==> config.mk <==
export PLATFORM = sky130hd
export DESIGN_NAME = matrix_row_sum_sorter_top
export DESIGN_NICKNAME = d
export VERILOG_FILES = /design/src/mrss_pkg.sv /design/src/matrix_row_sum_sorter_top.sv
export SDC_FILE = /design/constraint.sdc
export NUM_CORES = 2
export LEC_CHECK = 0
export BUFFER_PORTS_ARGS = -buffer_cell sky130_fd_sc_hd__buf_4
export CORE_MARGIN = 2
export CORE_UTILIZATION = 30
export CTS_CLUSTER_SIZE = 40
export DETAILED_ROUTE_END_ITERATION = 10
export GPL_TIMING_DRIVEN = 0
export PLACE_DENSITY = 0.41
export SLEW_MARGIN = 20
export SYNTH_ARGS = -nofsm -noshare
export SYNTH_HDL_FRONTEND = slang
export SYNTH_SLANG_ARGS = --single-unit
==> constraint.sdc <==
create_clock -name clock -period 7.3 [get_ports clock]
set_input_delay 1.46 -clock clock [delete_from_list [all_inputs] [get_ports clock]]
set_output_delay 1.46 -clock clock [all_outputs]
set_load 0.01 [all_outputs]
==> src/mrss_pkg.sv <==
// shared types and constants for the matrix row-sum sorter
// no dependencies; used by matrix_row_sum_sorter_top
package mrss_pkg;

   localparam int ELEM_W    = 16;  // matrix element width
   localparam int SUM_W     = 19;  // row sum width
   localparam int POS_W     = 3;   // row and column position width
   localparam int CNT_W     = 4;   // row_count and col_count register width
   localparam int CSR_IDX_W = 2;   // register index width
   localparam int CSR_DAT_W = 4;   // register write data width

   // register indexes
   localparam logic [CSR_IDX_W-1:0] CSR_ROW_COUNT = 2'd0;
   localparam logic [CSR_IDX_W-1:0] CSR_COL_COUNT = 2'd1;

   // sequencer states
   typedef enum logic [2:0] {
      ST_LOAD,        // taking elements, summing rows
      ST_SORT_LOAD,   // fetch pivot for outer index i
      ST_SORT_CMP,    // compare pivot against position j, exchange
      ST_SORT_STORE,  // write pivot back to position i
      ST_EMIT         // issue reads of the reordered matrix
   } state_type;

endpackage

==> src/matrix_row_sum_sorter_top.sv <==
// matrix row-sum sorter: loads a matrix, sorts its rows by descending sum, emits it
// depends on mrss_pkg
//
// usage
//   req channel: one signed element word per accepted handshake, row-major order.
//   csr port: index 0 sets the rows in use, index 1 the columns in use (0 counts as
//   one, values above ROWS or COLS are clamped); writing either restarts the load.
//   rsp channel: after the last element the reordered matrix comes out row-major,
//   one word per element, each carrying its row sum, the best row and its sum.
// timing, with R rows and C columns in use
//   load: R*C elements, one per cycle while req_valid is high and req_stall low.
//   sort: one shared compare-exchange step per cycle, R*(R-1)/2 compares in
//   R-1 outer passes, each with a pivot fetch and a pivot store.
//   emit: the matrix store has one registered read port; one word per cycle when
//   the receiver does not stall; words pass a read stage and an output register.
//   req_stall stays high from the last element until every result word is taken.
// reset clears the sequencer, the load position and sets the registers to ROWS
// and COLS; when the receiver stalls, the output word holds and reads pause.
module matrix_row_sum_sorter_top #(
   parameter int ROWS = 8,
   parameter int COLS = 8
) (
   input  logic                                  clock,
   input  logic                                  reset,
   // element input
   input  logic                                  req_valid,
   output logic                                  req_stall,
   input  logic signed [mrss_pkg::ELEM_W-1:0]    req_element,
   // result output
   output logic                                  rsp_valid,
   input  logic                                  rsp_stall,
   output logic signed [mrss_pkg::ELEM_W-1:0]    rsp_value,
   output logic [mrss_pkg::POS_W-1:0]            rsp_out_row,
   output logic [mrss_pkg::POS_W-1:0]            rsp_out_col,
   output logic signed [mrss_pkg::SUM_W-1:0]     rsp_row_total,
   output logic [mrss_pkg::CNT_W-1:0]            rsp_best_row,
   output logic signed [mrss_pkg::SUM_W-1:0]     rsp_best_sum,
   output logic                                  rsp_last,
   // configuration
   input  logic                                  csr_we,
   input  logic [mrss_pkg::CSR_IDX_W-1:0]        csr_index,
   input  logic [mrss_pkg::CSR_DAT_W-1:0]        csr_wdata
);

   localparam int DEPTH  = ROWS * COLS;
   localparam int RW     = (ROWS > 1) ? $clog2(ROWS) : 1;
   localparam int ADDR_W = (DEPTH > 1) ? $clog2(DEPTH) : 1;

   localparam int PW = mrss_pkg::POS_W;
   localparam int SW = mrss_pkg::SUM_W;
   localparam int EW = mrss_pkg::ELEM_W;
   localparam int CW = mrss_pkg::CNT_W;

   // sequencer and configuration
   mrss_pkg::state_type state_ff, state_in;
   logic [CW-1:0]        row_count_ff, row_count_in;
   logic [CW-1:0]        col_count_ff, col_count_in;

   // load position and running sums
   logic [PW-1:0]        ld_row_ff, ld_row_in;
   logic [PW-1:0]        ld_col_ff, ld_col_in;
   logic signed [SW-1:0] acc_ff, acc_in;
   logic [PW-1:0]        best_idx_ff, best_idx_in;
   logic signed [SW-1:0] best_sum_ff, best_sum_in;

   // row sums (sorted in place) and row order
   logic signed [SW-1:0] sums_ff [ROWS];
   logic signed [SW-1:0] sums_in [ROWS];
   logic [PW-1:0]        order_ff [ROWS];
   logic [PW-1:0]        order_in [ROWS];

   // exchange sort sequencer
   logic [PW-1:0]        i_ff, i_in;
   logic [PW-1:0]        j_ff, j_in;
   logic signed [SW-1:0] piv_sum_ff, piv_sum_in;
   logic [PW-1:0]        piv_row_ff, piv_row_in;

   // emit position
   logic [PW-1:0]        p_ff, p_in;
   logic [PW-1:0]        c_ff, c_in;

   // read stage
   logic                 rd_valid_ff, rd_valid_in;
   logic [PW-1:0]        rd_row_ff, rd_row_in;
   logic [PW-1:0]        rd_col_ff, rd_col_in;
   logic signed [SW-1:0] rd_total_ff, rd_total_in;
   logic                 rd_last_ff, rd_last_in;
   logic signed [EW-1:0] rd_data_ff;

   // output register
   logic                 rsp_valid_ff, rsp_valid_in;
   logic signed [EW-1:0] value_ff, value_in;
   logic [PW-1:0]        out_row_ff, out_row_in;
   logic [PW-1:0]        out_col_ff, out_col_in;
   logic signed [SW-1:0] total_ff, total_in;
   logic                 last_ff, last_in;

   // matrix store
   logic signed [EW-1:0] mem [DEPTH];

   // combinational helpers
   logic [CW-1:0]        rows_used, cols_used;
   logic [PW-1:0]        rows_m1, cols_m1;
   logic                 req_take;
   logic                 out_load;
   logic                 rd_issue;
   logic signed [SW-1:0] sum_new;
   logic [PW-1:0]        sum_rd_idx;
   logic signed [SW-1:0] sum_rd;
   logic [PW-1:0]        order_rd;
   logic [ADDR_W-1:0]    wr_addr, rd_addr;

   // clamp the register values to the usable range
   always_comb begin
      priority if (row_count_ff == '0) begin
         rows_used = CW'(1);
      end else if (row_count_ff > CW'(ROWS)) begin
         rows_used = CW'(ROWS);
      end else begin
         rows_used = row_count_ff;
      end
      priority if (col_count_ff == '0) begin
         cols_used = CW'(1);
      end else if (col_count_ff > CW'(COLS)) begin
         cols_used = CW'(COLS);
      end else begin
         cols_used = col_count_ff;
      end
   end
   assign rows_m1 = PW'(rows_used - CW'(1));
   assign cols_m1 = PW'(cols_used - CW'(1));

   // handshakes: elements only in the load state with the output side empty
   assign req_stall = !(state_ff == mrss_pkg::ST_LOAD && !rd_valid_ff && !rsp_valid_ff);
   assign req_take  = req_valid && !req_stall;
   assign out_load  = rd_valid_ff && (!rsp_valid_ff || !rsp_stall);
   assign rd_issue  = (state_ff == mrss_pkg::ST_EMIT) && (!rd_valid_ff || out_load);

   // shared read port of the sums and order arrays
   always_comb begin
      unique case (state_ff)
         mrss_pkg::ST_SORT_LOAD: sum_rd_idx = i_ff;
         mrss_pkg::ST_SORT_CMP:  sum_rd_idx = j_ff;
         default:                sum_rd_idx = p_ff;
      endcase
   end
   assign sum_rd   = sums_ff[sum_rd_idx[RW-1:0]];
   assign order_rd = order_ff[sum_rd_idx[RW-1:0]];

   // running row sum of the incoming word
   assign sum_new = ((ld_col_ff == '0) ? SW'(0) : acc_ff) + SW'(req_element);

   // store addresses
   assign wr_addr = ADDR_W'(int'(ld_row_ff) * COLS + int'(ld_col_ff));
   assign rd_addr = ADDR_W'(int'(order_rd) * COLS + int'(c_ff));

   // next state and datapath
   always_comb begin
      state_in     = state_ff;
      row_count_in = row_count_ff;
      col_count_in = col_count_ff;
      ld_row_in    = ld_row_ff;
      ld_col_in    = ld_col_ff;
      acc_in       = acc_ff;
      best_idx_in  = best_idx_ff;
      best_sum_in  = best_sum_ff;
      sums_in      = sums_ff;
      order_in     = order_ff;
      i_in         = i_ff;
      j_in         = j_ff;
      piv_sum_in   = piv_sum_ff;
      piv_row_in   = piv_row_ff;
      p_in         = p_ff;
      c_in         = c_ff;
      rd_valid_in  = rd_valid_ff;
      rd_row_in    = rd_row_ff;
      rd_col_in    = rd_col_ff;
      rd_total_in  = rd_total_ff;
      rd_last_in   = rd_last_ff;
      rsp_valid_in = rsp_valid_ff;
      value_in     = value_ff;
      out_row_in   = out_row_ff;
      out_col_in   = out_col_ff;
      total_in     = total_ff;
      last_in      = last_ff;

      unique case (state_ff)
         mrss_pkg::ST_LOAD: begin
            if (req_take) begin
               acc_in = sum_new;
               if (ld_col_ff != cols_m1) begin
                  ld_col_in = ld_col_ff + PW'(1);
               end else begin
                  // row complete: keep its sum, track the first largest
                  ld_col_in = '0;
                  sums_in[ld_row_ff[RW-1:0]] = sum_new;
                  if (ld_row_ff == '0 || sum_new > best_sum_ff) begin
                     best_sum_in = sum_new;
                     best_idx_in = ld_row_ff;
                  end
                  if (ld_row_ff != rows_m1) begin
                     ld_row_in = ld_row_ff + PW'(1);
                  end else begin
                     // matrix complete: start the sort from identity order
                     ld_row_in = '0;
                     for (int k = 0; k < ROWS; k++) begin
                        order_in[k] = PW'(k);
                     end
                     i_in = '0;
                     p_in = '0;
                     c_in = '0;
                     if (rows_m1 == '0) begin
                        state_in = mrss_pkg::ST_EMIT;
                     end else begin
                        state_in = mrss_pkg::ST_SORT_LOAD;
                     end
                  end
               end
            end
         end

         mrss_pkg::ST_SORT_LOAD: begin
            piv_sum_in = sum_rd;
            piv_row_in = order_rd;
            j_in       = i_ff + PW'(1);
            state_in   = mrss_pkg::ST_SORT_CMP;
         end

         mrss_pkg::ST_SORT_CMP: begin
            // exchange pivot with position j when the pivot is smaller
            if (piv_sum_ff < sum_rd) begin
               sums_in[j_ff[RW-1:0]]  = piv_sum_ff;
               order_in[j_ff[RW-1:0]] = piv_row_ff;
               piv_sum_in = sum_rd;
               piv_row_in = order_rd;
            end
            if (j_ff != rows_m1) begin
               j_in = j_ff + PW'(1);
            end else begin
               state_in = mrss_pkg::ST_SORT_STORE;
            end
         end

         mrss_pkg::ST_SORT_STORE: begin
            sums_in[i_ff[RW-1:0]]  = piv_sum_ff;
            order_in[i_ff[RW-1:0]] = piv_row_ff;
            if (i_ff + PW'(1) != rows_m1) begin
               i_in     = i_ff + PW'(1);
               state_in = mrss_pkg::ST_SORT_LOAD;
            end else begin
               state_in = mrss_pkg::ST_EMIT;
            end
         end

         mrss_pkg::ST_EMIT: begin
            if (rd_issue) begin
               rd_row_in   = p_ff;
               rd_col_in   = c_ff;
               rd_total_in = sum_rd;
               rd_last_in  = (p_ff == rows_m1) && (c_ff == cols_m1);
               if (c_ff != cols_m1) begin
                  c_in = c_ff + PW'(1);
               end else begin
                  c_in = '0;
                  if (p_ff != rows_m1) begin
                     p_in = p_ff + PW'(1);
                  end else begin
                     state_in = mrss_pkg::ST_LOAD;
                  end
               end
            end
         end

         default: begin
            state_in = mrss_pkg::ST_LOAD;
         end
      endcase

      // read stage occupancy
      if (rd_issue) begin
         rd_valid_in = 1'b1;
      end else if (out_load) begin
         rd_valid_in = 1'b0;
      end

      // output register
      if (out_load) begin
         rsp_valid_in = 1'b1;
         value_in     = rd_data_ff;
         out_row_in   = rd_row_ff;
         out_col_in   = rd_col_ff;
         total_in     = rd_total_ff;
         last_in      = rd_last_ff;
      end else if (!rsp_stall) begin
         rsp_valid_in = 1'b0;
      end

      // register writes restart the load
      if (csr_we) begin
         unique case (csr_index)
            mrss_pkg::CSR_ROW_COUNT: begin
               row_count_in = CW'(csr_wdata);
               ld_row_in    = '0;
               ld_col_in    = '0;
            end
            mrss_pkg::CSR_COL_COUNT: begin
               col_count_in = CW'(csr_wdata);
               ld_row_in    = '0;
               ld_col_in    = '0;
            end
            default: begin
            end
         endcase
      end
   end

   // control registers
   always_ff @(posedge clock) begin
      if (reset) begin
         state_ff     <= mrss_pkg::ST_LOAD;
         row_count_ff <= CW'(ROWS);
         col_count_ff <= CW'(COLS);
         ld_row_ff    <= '0;
         ld_col_ff    <= '0;
         best_idx_ff  <= '0;
         best_sum_ff  <= '0;
         i_ff         <= '0;
         j_ff         <= '0;
         p_ff         <= '0;
         c_ff         <= '0;
         rd_valid_ff  <= 1'b0;
         rsp_valid_ff <= 1'b0;
         for (int k = 0; k < ROWS; k++) begin
            order_ff[k] <= PW'(k);
         end
      end else begin
         state_ff     <= state_in;
         row_count_ff <= row_count_in;
         col_count_ff <= col_count_in;
         ld_row_ff    <= ld_row_in;
         ld_col_ff    <= ld_col_in;
         best_idx_ff  <= best_idx_in;
         best_sum_ff  <= best_sum_in;
         i_ff         <= i_in;
         j_ff         <= j_in;
         p_ff         <= p_in;
         c_ff         <= c_in;
         rd_valid_ff  <= rd_valid_in;
         rsp_valid_ff <= rsp_valid_in;
         order_ff     <= order_in;
      end
   end

   // payload registers
   always_ff @(posedge clock) begin
      acc_ff      <= acc_in;
      sums_ff     <= sums_in;
      piv_sum_ff  <= piv_sum_in;
      piv_row_ff  <= piv_row_in;
      rd_row_ff   <= rd_row_in;
      rd_col_ff   <= rd_col_in;
      rd_total_ff <= rd_total_in;
      rd_last_ff  <= rd_last_in;
      value_ff    <= value_in;
      out_row_ff  <= out_row_in;
      out_col_ff  <= out_col_in;
      total_ff    <= total_in;
      last_ff     <= last_in;
   end

   // matrix store: one write port, one registered read port
   always_ff @(posedge clock) begin
      if (req_take) begin
         mem[wr_addr] <= req_element;
      end
      if (rd_issue) begin
         rd_data_ff <= mem[rd_addr];
      end
   end

   // result word
   assign rsp_valid     = rsp_valid_ff;
   assign rsp_value     = value_ff;
   assign rsp_out_row   = out_row_ff;
   assign rsp_out_col   = out_col_ff;
   assign rsp_row_total = total_ff;
   assign rsp_best_row  = CW'(best_idx_ff) + CW'(1);
   assign rsp_best_sum  = best_sum_ff;
   assign rsp_last      = last_ff;

endmodule
======== Word-level counts from Yosys, hierarchy flattened ========
Memories as Yosys holds them, arrays and structs flattened. A register that Yosys moved wholly into a read port is not among the register bits.
Index checks and enable logic that the tools add are counted.
operators by class
  add/subtract/negate cells ............... 12
  magnitude comparators ................... 11
  equal/unequal tests ..................... 25
  mux-type cells .......................... 81
  bitwise logic cells ..................... 5
  reductions and logical operators ........ 42
operators by type and width
  cell                   number
  $bwmux W152            3
  $mux W152              3
  $pmux W152 S3          1
  $demux W19 S3          3
  $mux W19               7
  $mux W3                39
  $mux W24               4
  $pmux W24 S3           1
  $bmux W19 S3           1
  $bwmux W24             2
  $pmux W19 S2           1
  $pmux W3 S2            6
  $ne A2 B2 Y1 const B   10
  $add A19 B16 Y19       1
  $gt A19 B19 Y1         1
  $lt A19 B19 Y1         1
  $add A3 B1 Y3 const B  6
  $demux W3 S3           2
  $ne A3 B3 Y1           6
  $ge A4 B4 Y1 const B   4
  $not A3 Y4             4
  $pmux W3 S5            1
  $reduce_and A5 Y1      3
  $reduce_and A7 Y1      2
  other kinds (25)       64
word-level totals
  bits in registers ....................... 338
  memory bits (writable) .................. 1024
  bits of input ports ..................... 27
  output and inout port bits .............. 67
  logic and storage cells ................. 218
  memories kept ........................... 1
memories
  memory  depth  width  read ports  clocked after Yosys merged registers in  wr ports  line                             RTL
  mem     64     16     1           1                                        1         matrix_row_sum_sorter_top.sv:99  logic signed [EW-1:0] mem [DEPTH];

======== Logic depth before layout (Yosys ltp) ========
  depth in word-level cells ............... 11
  depth in mapped cells ................... 27
  mapped depth without buffers ............ 25

======== Worst setup path before layout ========
OpenSTA, ideal clock, no wires.
  path kind ............................... input to register
  start point ............................. in req_element[0] in the netlist's numbering
  end point ............................... reg best_sum_ff[2] (netlist: rsp_best_sum[2])
  library setup time ...................... 0.128 ns
  arrival ................................. 5.460 ns
  required time ........................... 7.172 ns
  setup slack ............................. 1.712 ns
  stages .................................. 21
  path buffers ............................ 1
  path through ............................ ha_1 -> fa_1 -> a21oi_1 -> o21bai_1 -> a21oi_1 -> o211ai_1 -> a31o_2 -> a21oi_1 -> xor2_1 -> inv_1 -> ha_1 -> nand4_1 -> or2_2 -> nor2_1 -> o21ai_0 -> o221ai_1 -> a21oi_1 -> nor2_1 -> buf_2 -> mux2i_1 -> nor2_1
between the ends
  word-level cells in the longest chain between the ends .. 4
RTL lines
  element                             line                              RTL
  start: declaration                  matrix_row_sum_sorter_top.sv:28   input logic signed [mrss_pkg::ELEM_W-1:0] req_element,
  $add A19 B16 Y19                    matrix_row_sum_sorter_top.sv:151  assign sum_new = ((ld_col_ff == '0) ? SW'(0) : acc_ff) + SW'(req_element);
  named net sum_new[16]               matrix_row_sum_sorter_top.sv:107  logic signed [SW-1:0] sum_new;
  $gt A19 B19 Y1                      matrix_row_sum_sorter_top.sv:197  if (ld_row_ff == '0 || sum_new > best_sum_ff) begin
  $logic_or A1 B1 Y1                  matrix_row_sum_sorter_top.sv:197
  $reduce_and A4 Y1 (no source line)  -
  end signal: assignment              matrix_row_sum_sorter_top.sv:343  best_sum_ff <= best_sum_in;
  end: declaration                    matrix_row_sum_sorter_top.sv:64   logic signed [SW-1:0] best_sum_ff, best_sum_in;
The timed path passes the listed nets, and every way through them passes these cells.
A chain may end at the register's enable or synchronous reset.

==> impl_metrics.toml <==
[drt]
first_pass_iters = 5
dr.first_iter.drc_count = 2788
drt-vias-per-instance = 5.13
ant_nets = 0
wl_per_cell_um = 29.4
drc = 0
wirelength_um = 188000
num_vias = 32800

[worst_setup_path]
reg2reg_slack_ps = 420
r2r_start = "i_ff[1]"
crit_path_start_kind = "flop"
rr_worst_depth = 22
crit_path_end_kind = "flop"
worstPathRequired_ps = 7810
path_max_fanout = 15
cp-startpoint = "i_ff[1]"
critPathArrivalTime_ps = 7390
path_class = "reg2reg"

[cells_and_area]
final_common_cell = "edfxtp_1"
fillers = 18200
nets = 3825
layout-drive-gt1-share = 0.226
syn2layout_area_growth_pct = 18.1
final_cell_mix = "1301 x edfxtp_1, 296 x mux4_2, 217 x mux2i_1"

[clock_network]
postCtsSetupBuffers = 0
ctsHtreeMaxLevel = 4
clock_path_buffers = 3
clkSinkCount = 1378
cts_resized = 1
postCtsHoldBufs = 0
cts_tree = "yes"
cts_buffers = 157
clock-root-buffer = "clkbuf_16"
worstSkewPairLatency_ps = 820
clk_pin_slew_ps = 60

[pwr]
seq_power_share = 0.473
switching_share = 0.256
clockPowerShare = 0.422
netSwitchingPower_uw = 4750
peakVddDrop_uv = 186
power_frac_comb = 0.104
intPower_uw = 13800
power.total_uw = 18600
leakagePower_uw = 0.0224
power.density_nw_per_um2 = 270

[die]
die_w_um = 445
io_pins = 94
initial_core_util = 0.302
die_area_sq_um = 198000
num_rows = 161
die_h_um = 445
core-area_sq_um = 193000

[sta]
period_share = 0.943
rsz0062_at_grt = "no"
finalMaxSlewViolations = 0
worst_pin_slew_ps = 1190
period_needed_ps = 6880
finClkSkew_ps = 61.6
finalWorstSetupSlack_ps = 419
setup_violations = 0
relSlewSlack = 0.205
fmax_ghz = 0.145
hold_violations = 0

[placed_design]
dp_slack_ps = -619
port_buffers = 93
hpwl_um = 127000
place.gp.congestion = 0.861

[synth]
yosys_warnings = 0
ys_async_sr_fraction = 0
synth_seq_area_share = 0.697
avgSynthCellArea_sq_um = 17.2
synth_top_flop_cell = "edfxtp_1"
synthCells = 3397
ys_ff_latch = 1378
yosys.cell_types.count = 69
synth_edf_count = 1301
synthesis.nets = 3492
syn_area_sq_um = 58300

[global_route]
grt_max_degree = 69
grt_overflow_total = 0
grt_pass1_wl_um = 263000
antenna_found_initial = 7
grt_pass1_vias = 33200
track_usage = 0.188

[status]
status = "completed"

[min_path]
hold_path.class = "reg2reg"

[run]
max_cap_viol_count = 0
## cells in the mapped netlist, drive strengths merged, types with 3 or more instances
cell / count / area (sq um)
o21bai: 4 / 30.0
nor2b: 13 / 81.3
o211ai: 9 / 67.6
and3: 70 / 438
edfxtp: 1301 / 39100
a311o: 32 / 320
mux4: 296 / 6670
a211oi: 68 / 510
a211o: 5 / 43.8
nand3b: 12 / 90.1
nand3: 44 / 220
a31oi: 33 / 206
inv: 79 / 297
nand2b: 23 / 166
or2: 3 / 21.3
buf: 71 / 368
xnor2: 21 / 199
o31ai: 5 / 37.5
a22oi: 19 / 143
o21a: 8 / 60.1
xor2: 23 / 201
a21o: 13 / 97.6
clkbuf: 163 / 612
nor3: 15 / 75.1
nor2: 175 / 662
mux2i: 217 / 2170
o32ai: 4 / 35.0
mux2: 26 / 293
o32a: 10 / 100
and2: 24 / 150
or3: 6 / 37.5
nor3b: 10 / 75.1
o21ai: 54 / 274
ha: 67 / 838
o22ai: 135 / 845
dfxtp: 77 / 1540
nand4: 9 / 62.6
a21oi: 72 / 364
nand2: 159 / 597
## metrics by stage
stage               utilization  hold WS [ps]  cells  setup TNS (ps)  cell area (sq um)
CTS                       0.357           405   6383               0              68800
finish                    0.357           415   6387               0              68900
global route              0.357           420   6386               0              68900
floorplan                     -           400   3397               0              58300
global placement          0.322           401   6016         -301390              62200
detailed placement        0.330           405   6096          -11290              63700
## worst max-delay path, cell delays in order, from the launching register on
cell and delay (ps):
dfxtp_1 340, clkbuf_1 400, o22ai_1 230, a21oi_4 430
buf_4 360, buf_2 450, buf_2 460, mux4_2 360
mux2_2 320, inv_1 70, ha_1 240, a211oi_1 210
nor2_1 70, o21ai_0 270, a21oi_1 150, nor2_1 320
xnor2_1 290, o21a_1 190, nand3_1 140, and2_1 180
clkbuf_1 380, a21oi_4 480, buf_16 220
## metal layers
metal	track usage	up-vias	share of wire
met3	0.0280	247	0.044
li1	-	14400	-
met5	0	-	0
met4	0.0558	0	0.028
met2	0.297	845	0.47
met1	0.268	17300	0.46
## cell type report
class / instances / area (sq um) / area share
Clock inverter: 87 / 863 / 0.0125
Timing Repair Buffer: 174 / 1930 / 0.0280
Clock buffer: 200 / 4210 / 0.0612
Multi-Input combinational cell: 1705 / 16800 / 0.244
Buffer: 234 / 996 / 0.0145
Tap cell: 2526 / 3160 / 0.0459
Antenna cell: 3 / 7.51 / 0.000109
Inverter: 80 / 300 / 0.00436
Sequential cell: 1378 / 40600 / 0.590
## power groups by stage
stage                     sequential, uW  clock (uW)  combinational (uW)
after detailed placement            8960           0                1950
after CTS                           8800        8050                1960
final                               8800        7850                1940
after floorplan                     8950           0                1040
after global placement              8970           0                1920
after global routing                8800        8350                2080
## worst min path at each step
stage,depth (start not counted),from,endpoint
after global routing,0,rd_total_ff[13],rsp_row_total[13]
final,0,rd_total_ff[6],rsp_row_total[6]
after global placement,0,rd_total_ff[15],rsp_row_total[15]
after CTS,0,rd_data_ff[7],rsp_value[7]
after floorplan,0,rd_last_ff,rsp_last
after detailed placement,0,rd_row_ff[1],rsp_out_row[1]
## kinds of logic (layout without fill, tap and decap cells)
family,count (synthesis),in the layout,synth area share
buffers and inverters,314,775,0.0220
adder cells (fa/ha/maj),68,68,0.0147
AO/OA/AOI/OAI,488,488,0.0570
AND/OR/NAND/NOR,566,566,0.0464
other,0,3,0
flip-flops,1378,1378,0.697
XOR/XNOR,44,44,0.00687
multiplexers,539,539,0.157
No activity file was read; power rests on OpenSTA's default activity.
